[src/rtl/core/can_frame_to_ascii_serial_encoder_top_assert.svh]
// ----------------------------------------------------------------------------
// CAN frame ASCII encoder - assertion macros
// Shared concurrent assertion forms, reset-qualified, reporting by $error.
// ----------------------------------------------------------------------------
`ifndef CAN_FRAME_TO_ASCII_SERIAL_ENCODER_TOP_ASSERT_SVH
`define CAN_FRAME_TO_ASCII_SERIAL_ENCODER_TOP_ASSERT_SVH

// same-cycle implication
`define CFASE_ASSERT_SAME(label, clk, rst_n, ante, cons, msg) \
    label: assert property (@(posedge clk) disable iff (!rst_n) (ante) |-> (cons)) \
        else $error(msg);

// next-cycle implication
`define CFASE_ASSERT_NEXT(label, clk, rst_n, ante, cons, msg) \
    label: assert property (@(posedge clk) disable iff (!rst_n) (ante) |=> (cons)) \
        else $error(msg);

`endif

[src/rtl/core/cfase_pkg.sv]
// ----------------------------------------------------------------------------
// CAN frame ASCII encoder - package
// Types, codes and character helpers shared by the encoder modules.
// ----------------------------------------------------------------------------
`default_nettype none

package cfase_pkg;

    localparam int unsigned IdWidth      = 29;
    localparam int unsigned IdRegWidth   = 32;
    localparam int unsigned DataRegWidth = 64;
    localparam int unsigned CntWidth     = 5;

    localparam logic [3:0]          MaxLen       = 4'd8;
    localparam logic [CntWidth-1:0] IdLastStd    = 5'd2;
    localparam logic [CntWidth-1:0] IdLastExt    = 5'd7;

    localparam logic [7:0] ChStdData = 8'h74;  // t
    localparam logic [7:0] ChStdRtr  = 8'h72;  // r
    localparam logic [7:0] ChExtData = 8'h54;  // T
    localparam logic [7:0] ChExtRtr  = 8'h52;  // R
    localparam logic [7:0] ChCr      = 8'h0D;

    typedef enum logic [2:0] {
        ST_IDLE,
        ST_KIND,
        ST_ID,
        ST_LEN,
        ST_DATA,
        ST_CR
    } state_t;

    typedef enum logic [2:0] {
        SRC_KIND,
        SRC_ID,
        SRC_LEN,
        SRC_DATA,
        SRC_CR
    } src_t;

    typedef struct packed {
        logic load;
        logic emit;
        src_t src;
        logic last;
    } seq_ctrl_t;

    function automatic logic [3:0] sat_len(input logic [3:0] len);
        sat_len = (len > MaxLen) ? MaxLen : len;
    endfunction

    function automatic logic [7:0] hex_char(input logic [3:0] nib);
        if (nib < 4'd10)
            hex_char = 8'h30 + {4'b0, nib};
        else
            hex_char = 8'h37 + {4'b0, nib};
    endfunction

endpackage

`default_nettype wire

[src/rtl/core/cfase_if.sv]
// ----------------------------------------------------------------------------
// CAN frame ASCII encoder - channel interfaces
// Frame input channel and character output channel, valid/ready transfer.
// ----------------------------------------------------------------------------
`default_nettype none

interface cfase_frame_if;
    logic        valid;
    logic        ready;
    logic        is_extended;
    logic        is_remote;
    logic [28:0] can_id;
    logic [3:0]  data_len;
    logic [7:0]  byte0;
    logic [7:0]  byte1;
    logic [7:0]  byte2;
    logic [7:0]  byte3;
    logic [7:0]  byte4;
    logic [7:0]  byte5;
    logic [7:0]  byte6;
    logic [7:0]  byte7;

    modport source (
        output valid, is_extended, is_remote, can_id, data_len,
               byte0, byte1, byte2, byte3, byte4, byte5, byte6, byte7,
        input  ready
    );
    modport sink (
        input  valid, is_extended, is_remote, can_id, data_len,
               byte0, byte1, byte2, byte3, byte4, byte5, byte6, byte7,
        output ready
    );
endinterface

interface cfase_char_if;
    logic       valid;
    logic       ready;
    logic [7:0] out_char;
    logic       is_last;

    modport source (output valid, out_char, is_last, input ready);
    modport sink (input valid, out_char, is_last, output ready);
endinterface

`default_nettype wire

[src/rtl/core/cfase_seq.sv]
// ----------------------------------------------------------------------------
// CAN frame ASCII encoder - sequencer
// Steps through type, identifier, length, data and CR characters.
// ----------------------------------------------------------------------------
`default_nettype none

module cfase_seq (
    input  wire logic               clk,
    input  wire logic               rst_n,
    input  wire logic               frame_valid,
    input  wire logic               is_extended,
    input  wire logic [3:0]         data_len,
    input  wire logic               go,
    output logic                    in_ready,
    output cfase_pkg::seq_ctrl_t    ctrl
);
    import cfase_pkg::*;

    state_t              state_reg, state_next;
    logic [CntWidth-1:0] cnt_reg, cnt_next;
    logic [3:0]          len_reg, len_next;
    logic                ext_reg, ext_next;

    always_ff @(posedge clk or negedge rst_n)
    begin
        if (!rst_n)
        begin
            state_reg <= ST_IDLE;
            cnt_reg   <= '0;
            len_reg   <= '0;
            ext_reg   <= 1'b0;
        end
        else
        begin
            state_reg <= state_next;
            cnt_reg   <= cnt_next;
            len_reg   <= len_next;
            ext_reg   <= ext_next;
        end
    end

    always_comb
    begin
        state_next = state_reg;
        cnt_next   = cnt_reg;
        len_next   = len_reg;
        ext_next   = ext_reg;
        unique case (state_reg)
            ST_IDLE:
            begin
                if (frame_valid)
                begin
                    state_next = ST_KIND;
                    len_next   = sat_len(data_len);
                    ext_next   = is_extended;
                end
            end
            ST_KIND:
            begin
                if (go)
                begin
                    state_next = ST_ID;
                    cnt_next   = ext_reg ? IdLastExt : IdLastStd;
                end
            end
            ST_ID:
            begin
                if (go)
                begin
                    if (cnt_reg == '0)
                        state_next = ST_LEN;
                    else
                        cnt_next = cnt_reg - 1'b1;
                end
            end
            ST_LEN:
            begin
                if (go)
                begin
                    if (len_reg == '0)
                        state_next = ST_CR;
                    else
                    begin
                        state_next = ST_DATA;
                        cnt_next   = {len_reg, 1'b0} - 1'b1;
                    end
                end
            end
            ST_DATA:
            begin
                if (go)
                begin
                    if (cnt_reg == '0)
                        state_next = ST_CR;
                    else
                        cnt_next = cnt_reg - 1'b1;
                end
            end
            ST_CR:
            begin
                if (go)
                    state_next = ST_IDLE;
            end
            default:
            begin
                state_next = ST_IDLE;
            end
        endcase
    end

    always_comb
    begin
        in_ready  = 1'b0;
        ctrl.load = 1'b0;
        ctrl.emit = 1'b0;
        ctrl.src  = SRC_KIND;
        ctrl.last = 1'b0;
        unique case (state_reg)
            ST_IDLE:
            begin
                in_ready  = 1'b1;
                ctrl.load = frame_valid;
            end
            ST_KIND:
            begin
                ctrl.emit = go;
                ctrl.src  = SRC_KIND;
            end
            ST_ID:
            begin
                ctrl.emit = go;
                ctrl.src  = SRC_ID;
            end
            ST_LEN:
            begin
                ctrl.emit = go;
                ctrl.src  = SRC_LEN;
            end
            ST_DATA:
            begin
                ctrl.emit = go;
                ctrl.src  = SRC_DATA;
            end
            ST_CR:
            begin
                ctrl.emit = go;
                ctrl.src  = SRC_CR;
                ctrl.last = 1'b1;
            end
            default:
            begin
                in_ready = 1'b0;
            end
        endcase
    end

endmodule

`default_nettype wire

[src/rtl/core/cfase_datapath.sv]
// ----------------------------------------------------------------------------
// CAN frame ASCII encoder - datapath
// Frame shift registers, shared nibble-to-hex unit and character register.
// ----------------------------------------------------------------------------
`default_nettype none

module cfase_datapath (
    input  wire logic                   clk,
    input  wire logic                   rst_n,
    input  wire cfase_pkg::seq_ctrl_t   ctrl,
    input  wire logic                   is_extended,
    input  wire logic                   is_remote,
    input  wire logic [28:0]            can_id,
    input  wire logic [3:0]             data_len,
    input  wire logic [63:0]            data_bytes,
    input  wire logic                   out_ready,
    output logic                        go,
    output logic                        out_valid,
    output logic [7:0]                  out_char,
    output logic                        out_last
);
    import cfase_pkg::*;

    logic [IdRegWidth-1:0]   id_reg;
    logic [DataRegWidth-1:0] data_reg;
    logic [7:0]              kind_reg;
    logic [3:0]              len_reg;
    logic                    out_valid_reg;
    logic [7:0]              out_char_reg;
    logic                    out_last_reg;
    logic [3:0]              nib;
    logic [7:0]              char_next;

    assign go = !out_valid_reg || out_ready;

    always_ff @(posedge clk)
    begin
        if (ctrl.load)
        begin
            if (is_extended)
            begin
                id_reg   <= {3'b0, can_id};
                kind_reg <= is_remote ? ChExtRtr : ChExtData;
            end
            else
            begin
                id_reg   <= {1'b0, can_id[10:0], 20'b0};
                kind_reg <= is_remote ? ChStdRtr : ChStdData;
            end
            data_reg <= data_bytes;
            len_reg  <= sat_len(data_len);
        end
        else if (ctrl.emit)
        begin
            if (ctrl.src == SRC_ID)
                id_reg <= {id_reg[IdRegWidth-5:0], 4'b0};
            if (ctrl.src == SRC_DATA)
                data_reg <= {data_reg[DataRegWidth-5:0], 4'b0};
        end
    end

    always_comb
    begin
        case (ctrl.src)
            SRC_ID:   nib = id_reg[IdRegWidth-1 -: 4];
            SRC_DATA: nib = data_reg[DataRegWidth-1 -: 4];
            default:  nib = len_reg;
        endcase
    end

    always_comb
    begin
        case (ctrl.src)
            SRC_KIND: char_next = kind_reg;
            SRC_CR:   char_next = ChCr;
            default:  char_next = hex_char(nib);
        endcase
    end

    always_ff @(posedge clk or negedge rst_n)
    begin
        if (!rst_n)
            out_valid_reg <= 1'b0;
        else if (ctrl.emit)
            out_valid_reg <= 1'b1;
        else if (out_ready)
            out_valid_reg <= 1'b0;
    end

    always_ff @(posedge clk)
    begin
        if (ctrl.emit)
        begin
            out_char_reg <= char_next;
            out_last_reg <= ctrl.last;
        end
    end

    assign out_valid = out_valid_reg;
    assign out_char  = out_char_reg;
    assign out_last  = out_last_reg;

endmodule

`default_nettype wire

[src/rtl/core/can_frame_to_ascii_serial_encoder_top.sv]
// The type character is offered once the sequencer has entered its type
// state and the output register is free and has taken it.
// Frames are taken one at a time: a new frame is accepted only when the
// sequencer is back in idle after the CR, with len saturated to 8. The single
// character register and its hex unit take one character per cycle unless the output stalls.
// Reset: rst_n low clears the sequencer to idle and empties the output.
// ----------------------------------------------------------------------------
// CAN frame ASCII encoder - top level
// Turns one CAN frame into its ASCII serial-line text, one character a transfer.
// ----------------------------------------------------------------------------
`default_nettype none

module can_frame_to_ascii_serial_encoder_top (
    input  wire logic   clk,
    input  wire logic   rst_n,
    cfase_frame_if.sink frame,
    cfase_char_if.source text
);
    import cfase_pkg::*;

    `include "can_frame_to_ascii_serial_encoder_top_assert.svh"

    seq_ctrl_t ctrl;
    logic      go;
    logic      in_ready;

    cfase_seq u_seq (
        .clk         (clk),
        .rst_n       (rst_n),
        .frame_valid (frame.valid),
        .is_extended (frame.is_extended),
        .data_len    (frame.data_len),
        .go          (go),
        .in_ready    (in_ready),
        .ctrl        (ctrl)
    );

    cfase_datapath u_datapath (
        .clk         (clk),
        .rst_n       (rst_n),
        .ctrl        (ctrl),
        .is_extended (frame.is_extended),
        .is_remote   (frame.is_remote),
        .can_id      (frame.can_id),
        .data_len    (frame.data_len),
        .data_bytes  ({frame.byte0, frame.byte1, frame.byte2, frame.byte3,
                       frame.byte4, frame.byte5, frame.byte6, frame.byte7}),
        .out_ready   (text.ready),
        .go          (go),
        .out_valid   (text.valid),
        .out_char    (text.out_char),
        .out_last    (text.is_last)
    );

    assign frame.ready = in_ready;

    `CFASE_ASSERT_NEXT(a_busy_after_frame, clk, rst_n,
        frame.valid && frame.ready, !frame.ready, "frame taken while busy")
    `CFASE_ASSERT_NEXT(a_char_held_stalled, clk, rst_n,
        text.valid && !text.ready,
        text.valid && $stable(text.out_char) && $stable(text.is_last),
        "character changed while stalled")
    `CFASE_ASSERT_NEXT(a_cr_marked_last, clk, rst_n,
        ctrl.emit && (ctrl.src == SRC_CR),
        text.valid && text.is_last && (text.out_char == ChCr),
        "closing CR not presented as last")

endmodule

`default_nettype wire
[src/flat_wrapper.sv]
// flat-port wrapper written by rule: the top's interface ports become plain ports
module can_frame_to_ascii_serial_encoder_top_flat import cfase_pkg::*;
  (clk, rst_n, frame_valid, frame_is_extended, frame_is_remote, frame_can_id, frame_data_len, frame_byte0, frame_byte1, frame_byte2, frame_byte3, frame_byte4, frame_byte5, frame_byte6, frame_byte7, frame_ready, text_valid, text_out_char, text_is_last, text_ready);
  cfase_frame_if frame_i ();
  cfase_char_if text_i ();
  input  wire logic clk;
  input  wire logic rst_n;
  input wire logic [$bits(frame_i.valid)-1:0] frame_valid;
  input wire logic [$bits(frame_i.is_extended)-1:0] frame_is_extended;
  input wire logic [$bits(frame_i.is_remote)-1:0] frame_is_remote;
  input wire logic [$bits(frame_i.can_id)-1:0] frame_can_id;
  input wire logic [$bits(frame_i.data_len)-1:0] frame_data_len;
  input wire logic [$bits(frame_i.byte0)-1:0] frame_byte0;
  input wire logic [$bits(frame_i.byte1)-1:0] frame_byte1;
  input wire logic [$bits(frame_i.byte2)-1:0] frame_byte2;
  input wire logic [$bits(frame_i.byte3)-1:0] frame_byte3;
  input wire logic [$bits(frame_i.byte4)-1:0] frame_byte4;
  input wire logic [$bits(frame_i.byte5)-1:0] frame_byte5;
  input wire logic [$bits(frame_i.byte6)-1:0] frame_byte6;
  input wire logic [$bits(frame_i.byte7)-1:0] frame_byte7;
  output wire logic [$bits(frame_i.ready)-1:0] frame_ready;
  output wire logic [$bits(text_i.valid)-1:0] text_valid;
  output wire logic [$bits(text_i.out_char)-1:0] text_out_char;
  output wire logic [$bits(text_i.is_last)-1:0] text_is_last;
  input wire logic [$bits(text_i.ready)-1:0] text_ready;
  assign frame_i.valid = frame_valid;
  assign frame_i.is_extended = frame_is_extended;
  assign frame_i.is_remote = frame_is_remote;
  assign frame_i.can_id = frame_can_id;
  assign frame_i.data_len = frame_data_len;
  assign frame_i.byte0 = frame_byte0;
  assign frame_i.byte1 = frame_byte1;
  assign frame_i.byte2 = frame_byte2;
  assign frame_i.byte3 = frame_byte3;
  assign frame_i.byte4 = frame_byte4;
  assign frame_i.byte5 = frame_byte5;
  assign frame_i.byte6 = frame_byte6;
  assign frame_i.byte7 = frame_byte7;
  assign frame_ready = frame_i.ready;
  assign text_valid = text_i.valid;
  assign text_out_char = text_i.out_char;
  assign text_is_last = text_i.is_last;
  assign text_i.ready = text_ready;
  can_frame_to_ascii_serial_encoder_top u_core (.clk(clk), .rst_n(rst_n), .frame(frame_i), .text(text_i));
endmodule
[config.mk]
export PLATFORM = sky130hd
export DESIGN_NAME = can_frame_to_ascii_serial_encoder_top_flat
export DESIGN_NICKNAME = d
export VERILOG_FILES = /design/src/rtl/core/cfase_pkg.sv /design/src/rtl/core/cfase_if.sv /design/src/rtl/core/cfase_seq.sv /design/src/rtl/core/cfase_datapath.sv /design/src/rtl/core/can_frame_to_ascii_serial_encoder_top.sv /design/src/flat_wrapper.sv
export VERILOG_INCLUDE_DIRS = /design/src /design/src/rtl/core
export SDC_FILE = /design/constraint.sdc
export NUM_CORES = 1
export LEC_CHECK = 0
export BUFFER_PORTS_ARGS = -buffer_cell sky130_fd_sc_hd__buf_2
export CAP_MARGIN = 25
export CORE_MARGIN = 2
export CORE_UTILIZATION = 50
export DETAILED_ROUTE_END_ITERATION = 16
export HOLD_SLACK_MARGIN = 0.08
export PLACE_DENSITY = 0.82
export SYNTH_ARGS = -nofsm -noshare
export SYNTH_HDL_FRONTEND = slang
export SYNTH_SLANG_ARGS = --single-unit
[constraint.sdc]
create_clock -name clk -period 12.8 [get_ports clk]
set_input_delay 1.92 -clock clk [delete_from_list [all_inputs] [get_ports clk]]
set_output_delay 1.92 -clock clk [all_outputs]
set_load 0.02 [all_outputs]
==> metrics.cfg, run 1 <==
[global_route]
grt_pass1_wl_um=20100
track_usage=0.201
overflow=0
grt_antenna_before_repair=1
grt_pass1_vias=4282
grt_max_degree=105

[route]
dr.pass1.iters=5
drc=0
wl_um=12300
first_iter_violations=373
num_vias=4423
vias_per_cell=5.32
wl_per_cell_um=14.8
ant_nets=0

[place]
place_congestion=0.873
dp_cells=800
post-dp-hpwl_um=8050
io_buffers=112

[critical_path]
critPathMaxFanout=104
cp.required_ps=13090
critPathBufInv=3
r2r_cells=5
critPathMaxStageDelay_ps=620
end_kind=flop
arrival_ps=4300
cp.depth=5
cp-start-kind=input pin
rr_startpoint=u_core.u_seq.state_reg[1]
cp_slowest_cell=inv_2
setup.worst_path.start=frame_valid
critical-path-top-delay-family=buffers and inverters
critPathKind=in2reg
worstPathCellList=buf_2, nand2_4, inv_2, buf_4, mux2_2

[power_and_ir_drop]
power-per-cell-area_nw_per_um2=254
leakage_nw=3.12
ir_drop_mv=0.143
total_power_mw=1.79

[final_layout]
drive_gt1_frac=0.224
seqCellArea_um2=3680
nets=784
final_cells=832
area_delta_synth_final_pct=20.3
multi_input_area_um2=2000
n_fill_cell=897
antennaDiodeCount=0
largest_reg_flops=64

[sta]
finalMaxSlewViolations=0
finalSetupViolCount=0
maxClockFrequency_ghz=0.249
setup_tns_ps=0
skew_ps=7.25
rsz0062_at_grt=no
tightest_slew_ps=1020
relSlewSlack=0.316
holdWs_ps=509
finalHoldViolations=0
timing.final.crit_period_ps=4010
finalCritPeriodShare=0.313

[floorplan]
design.die.area_um2=12600
die_x_um=112
rows=39
core-area_um2=11400
io_pins=114
die_h_um=112
start_util=0.514

[synthesis]
syn_area_um2=5860
synthFlopType=edfxtp_1
synth-seq-cells=125
synthesis.nets=683
yosysUniqueCellTypes=52
synth_edf_count=111
yosysSeqAreaShare=0.628
syn_inst=575
synth.avg_cell_area_um2=10.2
postSynth.asyncResetShare=0.112
yosysWarnings=0

[min_path]
worstHoldPathCells=2
min_from=u_core.u_seq.ext_reg
hp-class=reg2reg

[clocking]
cts_tree=built
hold_buffers=0
cts_max_level=4
cts.sinks=125
numCtsBuffers=17
cts_setup_buffers=0
root_buffer=clkbuf_16
cts-resized-gates=0
cts_buffer_depth=2
path_clk_slew_ps=50
clk_latency_ps=410

[run_status]
status=finished clean

[job]
cap_viol_max_count=0

layout make-up:
type | instances | area share
clock buffer | 19 | 0.0614
clock inverter | 13 | 0.0177
inverter | 12 | 0.00639
multi-input combinational | 405 | 0.284
sequential | 125 | 0.522
tap | 143 | 0.0254
timing repair buffer | 115 | 0.0827
Yosys cell counts, types with 3 or more instances:
library cell,instances,area (um^2)
ha_1,5,62.6
nand3_1,20,100
and2_1,4,25.0
nor2_1,14,52.6
nor2b_1,8,50.1
mux2i_1,10,100
and3_1,9,56.3
o21ai_1,3,15.0
nand2b_1,5,31.3
nand2_1,241,905
edfxtp_1,111,3330
buf_2,10,50.1
a21oi_1,10,50.1
xnor2_1,3,26.3
inv_1,11,41.3
o21ai_0,28,140
clkbuf_1,20,75.1
dfrtp_1,14,350
nor3_1,8,40.0
cell usage in the layout (no fill, tap or decap), drive strengths merged, types with 2 or more instances in the layout:
master / netlist / layout
a2111oi: 2 / 2
a21o: 2 / 2
a21oi: 10 / 10
a221o: 2 / 2
a311oi: 2 / 2
a31o: 2 / 2
and2: 4 / 4
and3: 9 / 9
buf: 13 / 115
bufinv: 0 / 2
clkbuf: 20 / 19
clkinv: 0 / 8
clkinvlp: 0 / 3
dfrtp: 14 / 14
edfxtp: 111 / 111
ha: 5 / 5
inv: 12 / 12
mux2i: 10 / 10
nand2: 241 / 241
nand2b: 5 / 5
nand3: 20 / 20
nor2: 14 / 14
nor2b: 8 / 8
nor3: 9 / 9
o21ai: 32 / 32
o21bai: 2 / 2
o311ai: 2 / 2
xnor2: 3 / 3
xor2: 2 / 2
routing by layer:
layer / part of all wire / global-route usage
met1: 0.44 / 0.270
met2: 0.47 / 0.312
met3: 0.066 / 0.0583
met4: 0.020 / 0.0772
met5: 0.00089 / 0
report_power, final:
| group | internal, mW | leakage (nW) | total [mW] | switching, mW |
|---|---|---|---|---|
| clock network | 0.283 | 0.270 | 0.453 | 0.169 |
| logic | 0.195 | 1.63 | 0.571 | 0.376 |
| registers | 0.685 | 1.22 | 0.771 | 0.0858 |
| total | 1.16 | 3.12 | 1.79 | 0.631 |
metrics by stage:
step                      setup WS [ps]  cell area (um^2)  utilization
after floorplan                    3120              5870            -
after global placement             8430              6490        0.569
after detailed placement           8370              6490        0.569
after CTS                          8810              7050        0.618
after global routing               8580              7050        0.618
final                              8790              7050        0.618
tightest hold or removal path, delay by kind of cell, from the launching register on:
kind            cells  cell delay (ps)
flops               1              360
simple gates        1               50
compound gates      1               60
logic make-up (layout without fill, tap and decap cells):
kind of cell    count (synthesis)  count (layout)  share of synthesized area
flops                         125             125                      0.628
xor+xnor                        5               5                    0.00747
compound gates                 69              69                     0.0779
mux                            11              11                     0.0190
fa+ha+maj                       5               5                     0.0107
simple gates                  314             314                      0.223
buf+inv                        45             159                     0.0335
other cells                     1               1                   0.000639
worst paths after layout:
| kind | to | slack, ps |
|---|---|---|
| hold reg to reg | u_core.u_seq.ext_reg | 510 |
| min in group asynchronous | u_core.u_seq.len_reg[1] | 1400 |
| setup / recovery | u_core.u_seq.len_reg[2] | 8790 |
| max in group asynchronous | u_core.u_seq.state_reg[0] | 11160 |
| hold / removal | u_core.u_seq.ext_reg | 510 |
| setup reg to reg | u_core.u_seq.len_reg[2] | 9110 |
(Power assumes the default switching activity.)
==> run 2, diff against run 1 <==
--- a/config.mk
+++ b/config.mk
@@ -6,6 +6,7 @@
 export SDC_FILE = /design/constraint.sdc
 export NUM_CORES = 1
 export LEC_CHECK = 0
+export ABC_AREA = 1
 export BUFFER_PORTS_ARGS = -buffer_cell sky130_fd_sc_hd__buf_2
 export CAP_MARGIN = 25
 export CORE_MARGIN = 2
==> constraint.sdc (replaced) <==
create_clock -name clk -period 4.1 [get_ports clk]
set_input_delay 0.615 -clock clk [delete_from_list [all_inputs] [get_ports clk]]
set_output_delay 0.615 -clock clk [all_outputs]
set_load 0.02 [all_outputs]
==> run 2 against run 1 <==
Compared with the run above:
- die area is 0.22% higher
- synthesized cell count up 5.6%
- register-to-register slack lost 7700 ps
- clock skew fell by 0.75 ps
- critical path depth is 2 higher
- clock power rose to 3.3 times the previous value
- non-clock buffer count is 2 higher
- synthesized area grew 0.23%
- via count grew 0.27%
- largest cell class unchanged
- highest routed layer is now met4
==> metrics.cfg, run 2 <==
[sta]
relSlewSlack=0.568
finalCritPeriodShare=0.652
finalSetupViolCount=0
holdWs_ps=94.4
finalMaxSlewViolations=0
skew_ps=6.51
finalHoldViolations=0
timing.final.crit_period_ps=2670
maxClockFrequency_ghz=0.374
setup_tns_ps=0
rsz0062_at_grt=no
tightest_slew_ps=645

[synthesis]
postSynth.asyncResetShare=0.112
synth.avg_cell_area_um2=9.68
synthesis.nets=715
yosysTopAreaCellShare=0.567
yosys.area_share.simple=0.243
synth_area_leaders=edfxtp_1 57%, nand2_1 17%, dfrtp_1 6.0%
syn_inst=607
synth_xor_area_frac=0.00298
synthFlopType=edfxtp_1
yosysWarnings=0
syn_area_um2=5880
synth.most_common_cell=nand2_1
synth_common_cells=266 x nand2_1, 111 x edfxtp_1, 41 x o21ai_0
yosys.area_share.adder=0.0106
yosysSeqAreaShare=0.627
synth-seq-cells=125
synth_top_cell_by_area=edfxtp_1
synth_edf_count=111
yosysUniqueCellTypes=37
muxShareOfSynthArea=0
synth_compound_area_frac=0.0617
synth_top_family_by_area=simple AND/OR/NAND/NOR gates

[route]
dr.pass1.iters=5
vias_per_cell=5.07
wl_um=12100
num_vias=4435
first_iter_violations=278
drc=0
wl_per_cell_um=13.9
ant_nets=0

[clocking]
clk_latency_ps=410
cts_max_level=4
cts-resized-gates=0
cts_tree=built
cts_buffer_depth=2
cts_setup_buffers=0
cts.sinks=125
numCtsBuffers=17
path_clk_slew_ps=50
hold_buffers=0
root_buffer=clkbuf_16

[min_path]
hp-class=in2async

[global_route]
track_usage=0.205
grt_max_degree=72
grt_pass1_wl_um=20300
grt_pass1_vias=4422
grt_antenna_before_repair=0
overflow=0

[critical_path]
arrival_ps=2920
critPathMaxStageDelay_ps=600
end_kind=flop
cp.required_ps=4340
cp-start-kind=flop
critical-path-top-delay-family=simple AND/OR/NAND/NOR gates
critPathMaxFanout=48
critPathBufInv=2
critPathKind=reg2reg
worstPathCellList=nor2_4, inv_2, nor2_4, nand2_4, inv_2, nand2_1, o21ai_0
cp_slowest_cell=inv_2

[final_layout]
largest_reg_flops=64
final_cell_mix=266 x nand2_1, 112 x buf_2, 111 x edfxtp_1
final_cells=874
nets=826
fin_util=0.622
area_delta_synth_final_pct=21.3
n_fill_cell=927
drive_gt1_frac=0.233
layout_commonest_cell=nand2_1
antennaDiodeCount=0

[floorplan]
rows=39
die_x_um=112
start_util=0.513
design.die.area_um2=12600
die_h_um=112
core-area_um2=11500
io_pins=114

[place]
io_buffers=112
post-dp-hpwl_um=8190
place_congestion=0.874
dp_cells=841

[power_and_ir_drop]
leakage_nw=3.28
power-per-cell-area_nw_per_um2=781
ir_drop_mv=0.486
total_power_mw=5.57

[run_status]
status=finished clean

[job]
cap_viol_max_count=0

==> run 2: cell types whose count changed after synthesis, sizes merged, moves of 7 or more <==
cell | before | now
nor2b | 8 | 0
inv | 12 | 47
and3 | 9 | 0
nand2 | 241 | 271
clkbuf | 20 | 11
nor2 | 14 | 29
o21ai | 32 | 51
nor3 | 9 | 2
mux2i | 10 | 0
==> run 2: path summary, 6_finish.rpt <==
check                      slack (ps)  cells past startpoint                     endpoint                       from
setup / recovery                 1430                      7  u_core.u_datapath.id_reg[4]  u_core.u_seq.state_reg[1]
hold / removal                     90                      1      u_core.u_seq.len_reg[3]                      rst_n
setup reg to reg                 1430                      7  u_core.u_datapath.id_reg[4]  u_core.u_seq.state_reg[1]
hold reg to reg                   490                      1      u_core.u_seq.cnt_reg[3]    u_core.u_seq.cnt_reg[3]
max in group asynchronous        3760                      1    u_core.u_seq.state_reg[1]                      rst_n
min in group clk                  410                      2  u_core.u_datapath.out_valid                 text_ready
==> run 2: cells by family after synthesis <==
group                    count (synthesis)
AND/OR/NAND/NOR                        333
adder cells (fa/ha/maj)                  5
AO/OA/AOI/OAI                           68
XOR/XNOR                                 2
other                                    1
buffers and inverters                   73
flip-flops                             125
==> run 2: area by class of cell <==
type | instances | area, um^2 | share of cell area
inverters | 48 | 183 | 0.0256
repair buffers | 117 | 598 | 0.0839
clock inverters | 9 | 143 | 0.0200
clock buffers | 23 | 448 | 0.0628
well taps | 143 | 179 | 0.0251
flip-flops and latches | 125 | 3680 | 0.517
multi-input cells | 409 | 1890 | 0.266
==> run 2: stage by stage <==
| stage | worst slack [ps] | cell area, um^2 |
|---|---|---|
| final | 1430 | 7130 |
| after global routing | 1120 | 7130 |
| after CTS | 1410 | 7120 |
| after detailed placement | 1420 | 6530 |
| after global placement | 1570 | 6530 |
| after floorplan | 583 | 5880 |
==> run 2: where the power goes <==
group,internal [mW],switching [mW],leakage (nW)
clock network,1.01,0.506,0.288
registers,2.12,0.171,1.22
logic,0.556,1.21,1.77
==> run 2: layer usage <==
metal	global-route usage	vias up	wire [um]
li1	-	2224	-
met1	0.261	2034	5090
met2	0.330	153	6020
met3	0.0572	24	722
met4	0.0902	0	280
met5	0	-	0
